==> config.mk <==
export PLATFORM = sky130hd
export DESIGN_NAME = rpfc_pixel
export DESIGN_NICKNAME = d
export VERILOG_FILES = /design/src/hdl/rgb888_pixel_format_converter_unit_defines.svh /design/src/hdl/rpfc_pkg.sv /design/src/hdl/rpfc_pixel.sv
export SDC_FILE = /design/constraint.sdc
export NUM_CORES = 1
export LEC_CHECK = 0
export ABC_AREA = 1
export BUFFER_PORTS_ARGS = -buffer_cell sky130_fd_sc_hd__buf_4
export CORE_MARGIN = 1
export CORE_UTILIZATION = 40
export CTS_CLUSTER_SIZE = 10
export DETAILED_ROUTE_END_ITERATION = 8
export PLACE_DENSITY_LB_ADDON = 0.2
export REMOVE_ABC_BUFFERS = 1
export SLEW_MARGIN = 20
export SYNTH_ARGS = -nofsm -noshare
export SYNTH_HDL_FRONTEND = slang
export SYNTH_SLANG_ARGS = --single-unit
==> constraint.sdc <==
create_clock -name clock -period 2.85 [get_ports clock]
set_input_delay 0 -clock clock [delete_from_list [all_inputs] [get_ports clock]]
set_output_delay 0 -clock clock [all_outputs]
set_load 0.03 [all_outputs]
==> src/hdl/rgb888_pixel_format_converter_unit_defines.svh <==
// assertion macros shared by the pixel format converter rtl
`ifndef RGB888_PIXEL_FORMAT_CONVERTER_UNIT_DEFINES_SVH
`define RGB888_PIXEL_FORMAT_CONVERTER_UNIT_DEFINES_SVH

`ifndef NO_ASSERTIONS

// same-cycle implication
`define ASSERT_IMPLIES(lbl, clk, rst, ante, cons, msg) \
   lbl: assert property (@(posedge clk) disable iff (rst) (ante) |-> (cons)) \
      else $error(msg);

// next-cycle implication
`define ASSERT_NEXT(lbl, clk, rst, ante, cons, msg) \
   lbl: assert property (@(posedge clk) disable iff (rst) (ante) |=> (cons)) \
      else $error(msg);

`else

`define ASSERT_IMPLIES(lbl, clk, rst, ante, cons, msg)
`define ASSERT_NEXT(lbl, clk, rst, ante, cons, msg)

`endif

`endif

==> src/hdl/rpfc_pkg.sv <==
// shared types and constants of the pixel format converter
package rpfc_pkg;

   // field widths
   localparam int SRC_W   = 24;
   localparam int PIX_W   = 32;
   localparam int CHAN_W  = 16;
   localparam int SHIFT_W = 5;
   localparam int CSR_AW  = 5;
   localparam int CSR_DW  = 32;

   // per-channel scaling tables: one entry per 8-bit source value
   localparam int TBL_AW    = 8;
   localparam int TBL_DEPTH = 256;

   // register indexes
   localparam logic [2:0] REG_RED_MAX     = 3'd0;
   localparam logic [2:0] REG_GREEN_MAX   = 3'd1;
   localparam logic [2:0] REG_BLUE_MAX    = 3'd2;
   localparam logic [2:0] REG_RED_SHIFT   = 3'd3;
   localparam logic [2:0] REG_GREEN_SHIFT = 3'd4;
   localparam logic [2:0] REG_BLUE_SHIFT  = 3'd5;
   localparam logic [2:0] REG_PIXEL_SIZE  = 3'd6;
   localparam logic [2:0] REG_SWAP_BYTES  = 3'd7;

   // pixel size codes
   localparam logic [1:0] PIX_SIZE_8  = 2'd0;
   localparam logic [1:0] PIX_SIZE_16 = 2'd1;
   localparam logic [1:0] PIX_SIZE_32 = 2'd2;

   // configuration as seen by the datapath
   typedef struct packed {
      logic [CHAN_W-1:0]  red_max;
      logic [CHAN_W-1:0]  green_max;
      logic [CHAN_W-1:0]  blue_max;
      logic [SHIFT_W-1:0] red_shift;
      logic [SHIFT_W-1:0] green_shift;
      logic [SHIFT_W-1:0] blue_shift;
      logic [1:0]         pixel_size;
      logic               swap_bytes;
   } cfg_type;

   // table write from the fill unit, all three channels at one address
   typedef struct packed {
      logic              en;
      logic [TBL_AW-1:0] addr;
      logic [CHAN_W-1:0] red;
      logic [CHAN_W-1:0] green;
      logic [CHAN_W-1:0] blue;
   } tbl_wr_type;

endpackage

==> src/hdl/rpfc_pixel.sv <==
// pixel assembly and output register
module rpfc_pixel (
   input  logic                        clock,
   input  logic                        reset,
   input  logic                        in_valid,
   output logic                        in_ready,
   input  logic [rpfc_pkg::CHAN_W-1:0] red_val,
   input  logic [rpfc_pkg::CHAN_W-1:0] green_val,
   input  logic [rpfc_pkg::CHAN_W-1:0] blue_val,
   input  rpfc_pkg::cfg_type           cfg,
   output logic                        rsp_tvalid,
   input  logic                        rsp_tready,
   output logic [rpfc_pkg::PIX_W-1:0]  rsp_tdata
);

   logic                       out_v_ff, out_v_in;
   logic [rpfc_pkg::PIX_W-1:0] out_d_ff;
   logic [rpfc_pkg::PIX_W-1:0] placed;
   logic [rpfc_pkg::PIX_W-1:0] pix_in;
   logic                       take;

   assign in_ready = ~out_v_ff | rsp_tready;
   assign take     = in_valid & in_ready;

   // place channels, bits above 32 fall away
   assign placed = (rpfc_pkg::PIX_W'(red_val) << cfg.red_shift)
                 | (rpfc_pkg::PIX_W'(green_val) << cfg.green_shift)
                 | (rpfc_pkg::PIX_W'(blue_val) << cfg.blue_shift);

   // truncate to pixel size and optionally reverse bytes
   always_comb begin
      case (cfg.pixel_size)
         rpfc_pkg::PIX_SIZE_8: begin
            pix_in = {24'h000000, placed[7:0]};
         end
         rpfc_pkg::PIX_SIZE_16: begin
            pix_in = cfg.swap_bytes ? {16'h0000, placed[7:0], placed[15:8]}
                                    : {16'h0000, placed[15:0]};
         end
         rpfc_pkg::PIX_SIZE_32: begin
            pix_in = cfg.swap_bytes
                   ? {placed[7:0], placed[15:8], placed[23:16], placed[31:24]}
                   : placed;
         end
         default: begin
            pix_in = '0;
         end
      endcase
   end

   // output register valid
   always_comb begin
      out_v_in = out_v_ff;
      if (take) begin
         out_v_in = 1'b1;
      end else if (rsp_tready) begin
         out_v_in = 1'b0;
      end
   end

   always_ff @(posedge clock) begin
      if (reset) begin
         out_v_ff <= 1'b0;
      end else begin
         out_v_ff <= out_v_in;
      end
   end

   always_ff @(posedge clock) begin
      if (take) begin
         out_d_ff <= pix_in;
      end
   end

   assign rsp_tvalid = out_v_ff;
   assign rsp_tdata  = out_d_ff;

endmodule

* After elaboration in Yosys (flattened, before gate mapping)
Index checks and enable logic that the tools add are counted.
** Word-level totals
- Flip-flop bits (word level) :: 33
- Latch bits :: 0
- RAM bits :: 0
- ROM bits :: 0
- Logic and storage cells :: 19
- Memories :: 0
** Cells by class
- Add/sub/neg operators :: 0
- Multipliers :: 0
- Divide/modulo/power cells :: 0
- Order comparisons :: 0
- Equality and inequality tests :: 2
- Shifts and indexed selects :: 3
- Multiplexer cells :: 5
- Bitwise gates (word level) :: 5
- Reduce and logical (&&, ||, !) cells :: 2
** Operators with widths (number)
- case mux 32 bit (3 select lines) :: 1
- left shift 16 x 5 -> 32 bit :: 3
- bitwise OR 32 bit :: 2
- two-way mux 32 bit :: 1
- two-way mux 16 bit :: 1
- equality test 2 x 1 -> 1 bit (second input constant) :: 1
- equality test 2 bit (second input constant) :: 1
- zero test 2 bit :: 1
- two-way mux 1 bit :: 2
- nonzero test 2 bit :: 1
- bitwise AND 1 bit :: 1
- inverter 1 bit :: 1
- bitwise OR 1 bit :: 1

* Depth between registers and ports, before layout
Gate-level depths: netlist of the first run.
- Depth after elaboration :: 5
- Gate-level depth with buffers :: 14

* Least setup slack after synthesis of the first run
No wires, ideal clock.
- Path type :: register to register
- Start :: register out_v_ff (netlist: rsp_tvalid)
- End :: register out_d_ff, in the netlist rsp_tdata[0] (enable)
- Setup time :: 432 ps
- Data arrival time :: 2060 ps
- Required time :: 2418 ps
- Path slack :: 358 ps
- Stages on the path, launching flop included :: 2
- Buffers on the path :: 0
- Clock period less this slack :: 2492 ps
- Path through :: dfxtp_1 -> a21oi_1
** On the way
- Longest elaborated chain between the ends :: 3
** RTL lines
- from (decl) :: RTL line rpfc_pixel.sv:16 : logic out_v_ff, out_v_in;
- from (signal assigned) :: RTL line rpfc_pixel.sv:65 : out_v_ff <= out_v_in;
- inverter 1 bit :: RTL line rpfc_pixel.sv:22 : assign in_ready = ~out_v_ff | rsp_tready;
- bitwise OR 1 bit :: RTL line rpfc_pixel.sv:22
- bitwise AND 1 bit :: RTL line rpfc_pixel.sv:23 : assign take = in_valid & in_ready;
- to (signal assigned) :: RTL line rpfc_pixel.sv:71 : out_d_ff <= pix_in;
- to (decl) :: RTL line rpfc_pixel.sv:17 : logic [rpfc_pkg::PIX_W-1:0] out_d_ff;
Every way passes these cells.
A chain may end at the register's enable or synchronous reset.

* Worst setup path in the final report of the first run
- Start :: input cfg[5] in the netlist's numbering
- End :: register out_d_ff, in the netlist rsp_tdata[6], data pin
** On the way
- Longest elaborated chain between the ends :: 4
- Elaborated cells on any way between the ends :: 5
- Those cells by class :: shift (1); mux (3); bitwise (1)
** RTL lines
- from (decl) :: RTL line rpfc_pixel.sv:10 : input rpfc_pkg::cfg_type cfg,
- left shift 16 x 5 -> 32 bit * :: RTL line rpfc_pixel.sv:28 : | (rpfc_pkg::PIX_W'(blue_val) << cfg.blue_shift);
- bitwise OR 32 bit * :: RTL line rpfc_pixel.sv:28
- two-way mux 32 bit or two-way mux 16 bit (tied branches) :: RTL line rpfc_pixel.sv:42, rpfc_pixel.sv:37
- case mux 32 bit (3 select lines) * :: RTL line rpfc_pixel.sv:32 : case (cfg.pixel_size)
- net pix_in, one bit :: RTL line rpfc_pixel.sv:19 : logic [rpfc_pkg::PIX_W-1:0] pix_in;
The timed path passes the listed nets; every way through them passes the cells marked *.

==> impl_metrics.py, run 1 <==
metrics = {
    "timing": {
        "slew_violations": 0,
        "tightest_slew_ns": 0.985,
        "fin_crit_ns": 1.71,
        "setup_slack_ns": 1.14,
        "rsz0062_at_grt": "false",
        "max_clock_freq_ghz": 0.584,
        "final-setup-viol-count": 0,
        "hold_violations": 0,
        "slew_headroom": 0.342,
        "fin_crit_sh": 0.601,
        "setup_tns_ns": 0,
        "finalClockSkew_ns": 0.00264,
    },
    "grt": {
        "grt_antenna_before_repair": 0,
        "grt_pass1_wl_mm": 31.8,
        "grt_max_degree": 35,
        "grt_pass1_vias": 6119,
        "grt_use_total": 0.283,
        "grt.overflow.total": 0,
    },
    "clock_tree": {
        "tritoncts": "yes",
        "clk_latency_ns": 0.27,
        "post_cts_buffers": 0,
        "clockBufferDepth": 2,
        "htreeDepth": 2,
        "cts-root-buf": "clkbuf_16",
        "cts_made_buffers": 5,
        "cts.sinks": 33,
        "clk_pin_slew_ns": 0.05,
    },
    "pwr": {
        "cellPowerDensity_mw_per_mm2": 348,
        "ir_drop_mv": 0.241,
        "leakage_nw": 3.06,
    },
    "setup_path": {
        "endpoint": "rsp_tdata[6]$_DFFE_PP_",
        "cp-end-kind": "register",
        "critPathLaunchType": "primary input",
        "worst-path-max-fanout": 26,
        "reg2regPathDepth": 1,
        "critPathLaunch": "cfg[5]",
        "cp.arrival_ns": 1.72,
        "rrSetupSlack_ns": 1.34,
        "crit_required_ns": 2.86,
        "reg2reg_from": "rsp_tvalid$_SDFFE_PP0P_",
        "worstSetupPathType": "in2reg",
        "r2r-end": "rsp_tdata[8]$_DFFE_PP_",
    },
    "routing": {
        "wl_mm": 20.2,
        "ant_nets": 0,
        "drtIter0Drc": 747,
        "drt_first_pass_iters": 6,
        "routedWlPerCell_um": 17.2,
        "drc": 0,
        "num_vias": 6761,
        "vias_per_cell": 5.77,
    },
    "place": {
        "dpl_worst_slack_ns": 0.926,
        "post-dp-hpwl_mm": 16.3,
        "io_buffers": 103,
        "gp_congestion": 0.996,
    },
    "synth": {
        "synth_seq_area_share": 0.178,
        "yosysMostFrequentCell": "nand3_1",
        "synth_top_cell_area_share": 0.289,
        "syn-cell-area_mm2": 0.00551,
        "synth_edf_count": 32,
        "syn_area_per_cell_um2": 5.93,
        "yosysUniqueCellTypes": 32,
        "synthCells": 930,
        "synth_top_area_cell": "nand3_1",
        "dominantRegCellSynth": "edfxtp_1",
        "yosys_warnings": 0,
        "synth_commonest_cells": "318 x nand3_1, 270 x nand2_1, 49 x nor2_1",
        "synth_area_leaders": "nand3_1 29%, nand2_1 18%, edfxtp_1 17%, nand3_2 6.0%, nand4_1 3.9%",
        "async_reset_ff_frac": 0,
        "synth-seq-cells": 33,
    },
    "floorplan": {
        "die_w_um": 119,
        "start_util": 0.413,
        "core_area_mm2": 0.0133,
        "die_area_mm2": 0.0143,
        "die_h_um": 119,
        "num_io_pins": 152,
        "rows": 42,
    },
    "layout": {
        "syn_to_final_growth_pct": 15.0,
        "insertedDiodeCount": 0,
        "fillers": 1444,
        "nets": 1112,
        "drive_above_1_share": 0.215,
    },
    "hold_path": {
        "min_path_type": "in2reg",
        "hold_start": "rsp_tready",
    },
    "flow_run": {
        "cap_violations": 0,
    },
    "outcome": {
        "status": "finished clean",
    },
}
==> flip-flops by register name, summed over array words and instances, names as in the netlist <==
name / count
rsp_tdata: 32
rsp_tvalid: 1
==> worst max-delay path, stage by stage <==
cell and delay, ns:
buf_4 0.20, inv_1 0.50, nor2_1 0.15, nand2_1 0.10, o21ai_0 0.10, a21oi_1 0.15
nand2_1 0.12, nor2_2 0.15, nand2_1 0.06, nand3_1 0.07, nand3_1 0.10
==> repair_timing <==
action,CTS,global route
gates resized for setup,0,0
endpoints found under the hold margin,1,0
hold buffers,1,0
==> worst min path at each step <==
stage,cells past startpoint,end
finish,4,rsp_tvalid$_SDFFE_PP0P_
global route,3,rsp_tvalid$_SDFFE_PP0P_
CTS,4,rsp_tvalid$_SDFFE_PP0P_
detailed placement,2,rsp_tvalid$_SDFFE_PP0P_
global placement,2,rsp_tvalid$_SDFFE_PP0P_
floorplan,1,rsp_tvalid$_SDFFE_PP0P_
==> layout by cell type (no fill, tap or decap), drive strengths merged <==
cell         instances
nor2                59
nand3              351
nand2              302
dlygate4sd3          1
dfxtp                1
edfxtp              32
nand3b               1
o22ai                1
or2                  1
a21o                 1
a21oi               26
buf                108
o31ai                1
nand4               34
clkbuf               8
nor3                14
o21ai               14
inv                 40
==> cells by family (layout without fill, tap and decap cells) <==
kind of cell / after synthesis / in the layout / share of synthesized area
AO/OA/AOI/OAI: 43 / 43 / 0.0402
flip-flops: 33 / 33 / 0.178
AND/OR/NAND/NOR: 762 / 762 / 0.685
buffers and inverters: 92 / 157 / 0.0974
==> cell type report <==
type	instances	area (um^2)	share of cell area
Multi-Input combinational cell	805	4010	0.632
Sequential cell	33	981	0.155
Timing Repair Buffer	109	821	0.129
Tap cell	176	220	0.0347
Inverter	40	168	0.0264
Clock buffer	8	146	0.0231
==> stage by stage <==
stage	cells	hold slack [ns]	utilization	power [mW]	instance area, um^2
after floorplan	878	0.0691	-	1.27	5140
after global placement	1162	0.162	0.463	1.67	6190
after detailed placement	1162	0.160	0.463	1.67	6190
after CTS	1171	0.0388	0.475	2.20	6340
after global routing	1171	0.0634	0.475	2.35	6340
final	1171	0.0415	0.475	2.21	6340
==> report_power, final <==
group / switching (mW) / internal, mW
logic: 0.739 / 0.352
registers: 0.0116 / 0.584
clock network: 0.174 / 0.347
==> metal layers <==
metal / routed length, um / global-route usage / up-vias / share of wire
met5: 0 / 0 / - / 0
met4: 606 / 0.0797 / 0 / 0.030
met3: 1690 / 0.0455 / 41 / 0.084
met2: 9070 / 0.459 / 302 / 0.45
met1: 8780 / 0.385 / 3063 / 0.44
li1: - / - / 3355 / -
No activity file was read; power rests on OpenSTA's default activity.
==> inputs of run 2 (changes only) <==
==> constraint.sdc (replaced) <==
create_clock -name clock -period 1.4 [get_ports clock]
set_input_delay 0 -clock clock [delete_from_list [all_inputs] [get_ports clock]]
set_output_delay 0 -clock clock [all_outputs]
set_load 0.03 [all_outputs]
==> run 2 against run 1 <==
Effect of this change: via count rose by 4.6%; final cell count rose by 6.1%; combinational power rose by 130%; power rose by 110%; register-to-register slack got worse by 0.98 ns; global-route usage rose by 1.3 points; non-clock buffer count rose by 72; sequential power rose by 100%; count of clock-buffer cells in the layout fell by 2; critical path type unchanged; critical endpoint is now rsp_tdata[11]$_DFFE_PP_.
==> impl_metrics.py, run 2 (synthesis gave the netlist of run 1 again) <==
metrics = {
    "grt": {
        "grt_use_total": 0.296,
        "grt_max_degree": 34,
        "grt_antenna_before_repair": 0,
        "grt_pass1_vias": 6518,
        "grt.overflow.total": 0,
        "grt_pass1_wl_mm": 33.1,
    },
    "routing": {
        "drc": 0,
        "drt_first_pass_iters": 5,
        "routedWlPerCell_um": 16.7,
        "wl_mm": 20.8,
        "vias_per_cell": 5.69,
        "ant_nets": 0,
        "drtIter0Drc": 713,
        "num_vias": 7075,
    },
    "floorplan": {
        "die_w_um": 119,
        "num_io_pins": 152,
        "start_util": 0.413,
        "core_area_mm2": 0.0133,
        "die_h_um": 119,
        "rows": 42,
        "die_area_mm2": 0.0143,
    },
    "place": {
        "io_buffers": 103,
        "placed_area_mm2": 0.00689,
        "gp_congestion": 1.02,
        "dpl_worst_slack_ns": -0.264,
        "post-dp-hpwl_mm": 17.3,
    },
    "clock_tree": {
        "clk_pin_slew_ns": 0.05,
        "cts-root-buf": "clkbuf_16",
        "clk_latency_ns": 0.27,
        "tritoncts": "yes",
        "post_cts_buffers": 0,
        "htreeDepth": 2,
        "cts_made_buffers": 5,
        "cts.sinks": 33,
        "clockBufferDepth": 2,
    },
    "timing": {
        "finalClockSkew_ns": 0.00378,
        "setup_tns_ns": 0,
        "slew_violations": 0,
        "hold_violations": 0,
        "fin_crit_ns": 1.30,
        "final-setup-viol-count": 0,
        "setup_slack_ns": 0.0956,
        "tightest_slew_ns": 0.695,
        "fin_crit_sh": 0.932,
        "rsz0062_at_grt": "false",
        "slew_headroom": 0.536,
        "max_clock_freq_ghz": 0.767,
    },
    "layout": {
        "syn_to_final_growth_pct": 29.9,
        "drive_above_1_share": 0.290,
        "multiInputGateArea_mm2": 0.00411,
        "nets": 1184,
        "final_common_cell": "nand3_1",
        "regArea_um2": 981,
        "layout_common_cells": "303 x nand3_1, 269 x nand2_1, 163 x buf_4",
        "insertedDiodeCount": 0,
        "largest_reg_flops": 32,
        "fillers": 1442,
        "fin_area_mm2": 0.00716,
    },
    "outcome": {
        "status": "finished clean",
    },
    "setup_path": {
        "path_common_cell": "nand2_1",
        "crit_required_ns": 1.42,
        "critPathLaunchType": "primary input",
        "cp.arrival_ns": 1.32,
        "crit_chain": "buf_4, buf_12, nand2_1, nand3_2, nand3_1, nand2_1, nand2_1, nand2_1, nor3_2, nand3_1, nand3_1, nand2_1",
        "slowest_stage": "nor3_2",
        "worstSetupPathType": "in2reg",
        "worst-path-max-fanout": 7,
        "cp-end-kind": "register",
        "reg2regPathDepth": 2,
        "cpPeakStageDelay_ns": 0.19,
    },
    "flow_run": {
        "cap_violations": 0,
    },
    "pwr": {
        "ir_drop_mv": 0.464,
        "cellPowerDensity_mw_per_mm2": 660,
        "leakage_nw": 3.52,
    },
    "hold_path": {
        "holdPathStages": 3,
        "min_path_type": "in2reg",
    },
}
## run 2: timing repair
item | in CTS | in global routing
endpoints found under the setup margin | 0 | 29
endpoints found under the hold margin | 1 | 0
hold buffers | 1 | 0
gates resized for setup | 0 | 33
## run 2: worst max-delay path: cells and delay by family
kind	cells	cell delay, ns
simple gates	10	1.04
buf+inv	2	0.28
## run 2: final cells by class
class,instances,share of cell area
clock buffer,6,0.0180
sequential,33,0.137
inverter,40,0.0241
clock inverter,2,0.00140
multi-input combinational,805,0.573
timing repair buffer,181,0.215
tap,176,0.0307
## run 2: final timing paths
path | slack (ns) | end | startpoint
max | 0.1 | rsp_tdata[11]$_DFFE_PP_ | cfg[3]
min | 0.03 | rsp_tvalid$_SDFFE_PP0P_ | in_valid
max reg2reg | 0.36 | rsp_tdata[0]$_DFFE_PP_ | rsp_tvalid$_SDFFE_PP0P_
min reg2reg | 0.53 | rsp_tvalid$_SDFFE_PP0P_ | rsp_tvalid$_SDFFE_PP0P_
## run 2: layer usage
metal  GRT usage  vias to the layer above  wire length, um
li1            -                     3509                -
met1       0.396                     3151             9030
met2       0.465                      348             9090
met3      0.0489                       67             1720
met4       0.135                        0              975
met5           0                        -                0
## run 2: stage by stage
stage	hold WS (ns)	instances	power, mW	utilization
2_1_floorplan	0.0691	878	2.58	-
3_3_place_gp	0.161	1234	3.64	0.516
3_5_place_dp	0.159	1234	3.65	0.516
4_1_cts	0.0379	1243	4.68	0.527
5_1_grt	0.0514	1243	5.03	0.537
6_report	0.0336	1243	4.73	0.537
## run 2: where the power goes
part           internal [mW]  switching [mW]  total, mW
Combinational          0.929            1.57       2.50
Sequential              1.19          0.0243       1.21
Clock                  0.651           0.364       1.01
==> inputs of run 3 (changes only) <==
--- a/config.mk
+++ b/config.mk
@@ -6,14 +6,15 @@
 export NUM_CORES = 1
 export LEC_CHECK = 0
 export ABC_AREA = 1
-export BUFFER_PORTS_ARGS = -buffer_cell sky130_fd_sc_hd__buf_4
 export CORE_MARGIN = 1
 export CORE_UTILIZATION = 40
 export CTS_CLUSTER_SIZE = 10
 export DETAILED_ROUTE_END_ITERATION = 8
+export DONT_BUFFER_PORTS = 1
 export PLACE_DENSITY_LB_ADDON = 0.2
 export REMOVE_ABC_BUFFERS = 1
 export SLEW_MARGIN = 20
 export SYNTH_ARGS = -nofsm -noshare
 export SYNTH_HDL_FRONTEND = slang
 export SYNTH_SLANG_ARGS = --single-unit
+export TNS_END_PERCENT = 10
==> run 3 against run 2 <==
Effect of this change: worst setup slack got worse by 0.019 ns; register-to-register slack worse by 0.27 ns; clock power about the same; highest routed layer unchanged.
==> impl_metrics.py, run 3 (synthesis gave the netlist of run 1 again) <==
metrics = {
    "floorplan": {
        "die_area_mm2": 0.0143,
        "start_util": 0.413,
        "die_w_um": 119,
        "die_h_um": 119,
        "core_area_mm2": 0.0133,
        "rows": 42,
        "num_io_pins": 152,
    },
    "clock_tree": {
        "htreeDepth": 2,
        "clk_latency_ns": 0.28,
        "clockBufferDepth": 2,
        "post_cts_buffers": 0,
        "cts-root-buf": "clkbuf_16",
        "tritoncts": "yes",
        "cts_made_buffers": 5,
        "clk_pin_slew_ns": 0.05,
        "cts.sinks": 33,
    },
    "routing": {
        "ant_nets": 0,
        "drc": 0,
        "drt_first_pass_iters": 5,
        "wl_mm": 20.5,
        "routedWlPerCell_um": 18.6,
        "drtIter0Drc": 809,
        "num_vias": 6578,
        "vias_per_cell": 5.97,
    },
    "grt": {
        "grt_antenna_before_repair": 0,
        "grt_max_degree": 33,
        "grt_pass1_wl_mm": 32.2,
        "grt_use_total": 0.290,
        "grt.overflow.total": 0,
        "grt_pass1_vias": 6007,
    },
    "timing": {
        "slew_violations": 0,
        "tightest_slew_ns": 0.736,
        "final-setup-viol-count": 0,
        "setup_tns_ns": 0,
        "fin_crit_ns": 1.32,
        "finalClockSkew_ns": 0.00357,
        "max_clock_freq_ghz": 0.756,
        "slew_headroom": 0.509,
        "rsz0062_at_grt": "false",
        "hold_violations": 0,
        "fin_crit_sh": 0.945,
    },
    "pwr": {
        "cellPowerDensity_mw_per_mm2": 710,
        "combPwrFrac": 0.421,
        "power_frac_seq": 0.330,
        "p_int_mw": 2.44,
        "clock_power_share": 0.248,
        "p_total_mw": 4.18,
        "leakage_nw": 2.75,
        "swShare": 0.416,
        "ir_drop_mv": 0.444,
        "p_sw_mw": 1.74,
    },
    "layout": {
        "fillers": 1493,
        "nets": 1043,
        "syn_to_final_growth_pct": 6.88,
        "largest_reg_flops": 32,
        "stdcell_count": 1102,
        "final_util": 0.441,
        "final_common_cell": "nand3_1",
        "drive_above_1_share": 0.158,
        "layout_common_cells": "318 x nand3_1, 270 x nand2_1, 48 x nor2_1",
        "insertedDiodeCount": 0,
    },
    "setup_path": {
        "r2r-end": "rsp_tvalid$_SDFFE_PP0P_",
        "critPathLaunchType": "primary input",
        "worstSetupPathType": "in2reg",
        "rrSetupSlack_ns": 0.09,
        "cp.arrival_ns": 1.34,
        "reg2reg_from": "rsp_tvalid$_SDFFE_PP0P_",
        "worst-path-max-fanout": 21,
        "critPathLaunch": "cfg[9]",
        "crit_required_ns": 1.42,
        "cp-end-kind": "register",
        "reg2regPathDepth": 4,
    },
    "place": {
        "post-dp-hpwl_mm": 16.7,
        "gp_congestion": 0.967,
        "dp_cells": 1091,
        "io_buffers": 0,
    },
    "flow_run": {
        "cap_violations": 0,
    },
    "outcome": {
        "status": "finished clean",
    },
    "hold_path": {
        "hold_start": "cfg[0]",
        "worstHoldEndpoint": "rsp_tdata[5]$_DFFE_PP_",
        "holdPathStages": 3,
        "min_path_type": "in2reg",
    },
}
run 3: cell count changes in the layout (fill, tap and decap cells not counted), moves of 2 or more:
cell	previous run	this run
buf_4	163	31
nand3_1	303	318
nand3_2	48	33
buf_12	13	5
nor2_1	44	48
nor2_2	14	10
o21ai_0	9	12
o21ai_1	5	2
buf_6	3	1
dlygate4sd3_1	1	3
run 3: power groups by stage:
stage,Combinational (mW),Clock [mW],Sequential (mW)
6_report,1.76,1.04,1.38
2_1_floorplan,1.19,0,1.40
3_5_place_dp,1.71,0,1.40
3_3_place_gp,1.71,0,1.40
5_1_grt,1.94,1.08,1.39
4_1_cts,1.73,1.05,1.38
run 3: stage by stage:
stage	instance area [um^2]	worst slack [ns]	hold slack (ns)
6_report	5890	0.0765	0.00879
2_1_floorplan	5140	-1.09	0.0691
4_1_cts	5890	0.0380	0.00885
5_1_grt	5890	0.00781	0.0369
3_3_place_gp	5720	-0.199	0.0767
3_5_place_dp	5720	-0.178	0.0756
run 3: layer usage:
layer | up-vias | track usage | part of all wire | routed length (um)
li1 | 3212 | - | - | -
met1 | 3007 | 0.410 | 0.44 | 9110
met2 | 310 | 0.442 | 0.43 | 8910
met3 | 49 | 0.0402 | 0.079 | 1610
met4 | 0 | 0.117 | 0.044 | 901
met5 | - | 0 | 0 | 0
run 3: worst max-delay path by stage:
| stage | slack [ns] | depth (start not counted) | to |
|---|---|---|---|
| 6_report | 0.08 | 10 | rsp_tdata[12]$_DFFE_PP_ |
| 5_1_grt | 0.008 | 10 | rsp_tdata[12]$_DFFE_PP_ |
| 4_1_cts | 0.04 | 4 | rsp_tvalid$_SDFFE_PP0P_ |
| 3_5_place_dp | -0.18 | 10 | rsp_tdata[12]$_DFFE_PP_ |
| 3_3_place_gp | -0.20 | 10 | rsp_tdata[12]$_DFFE_PP_ |
| 2_1_floorplan | -1.09 | 1 | rsp_tdata[0]$_DFFE_PP_ |
run 3: final cells by class:
class | instances | area, um^2 | area share
inverters | 40 | 168 | 0.0285
well taps | 176 | 220 | 0.0374
clock inverters | 2 | 10.0 | 0.00170
clock buffers | 6 | 129 | 0.0219
flip-flops and latches | 33 | 982 | 0.167
multi-input cells | 805 | 4010 | 0.680
repair buffers | 40 | 374 | 0.0635
run 3: critical path, cell delays in order:
cell and delay, ns:
inv_2 0.24, nand3_1 0.20, nand2_1 0.10, nand2_1 0.07, nand3_1 0.10, nand2_1 0.08
nor3_1 0.27, nand3_1 0.12, nand3_1 0.09, nand2_1 0.08
run 3: repair_timing:
action / CTS / global route
endpoints found under the setup margin: 0 / 1
gates resized for setup: 0 / 2
hold buffers: 3 / 0
hold endpoints to repair: 4 / 0
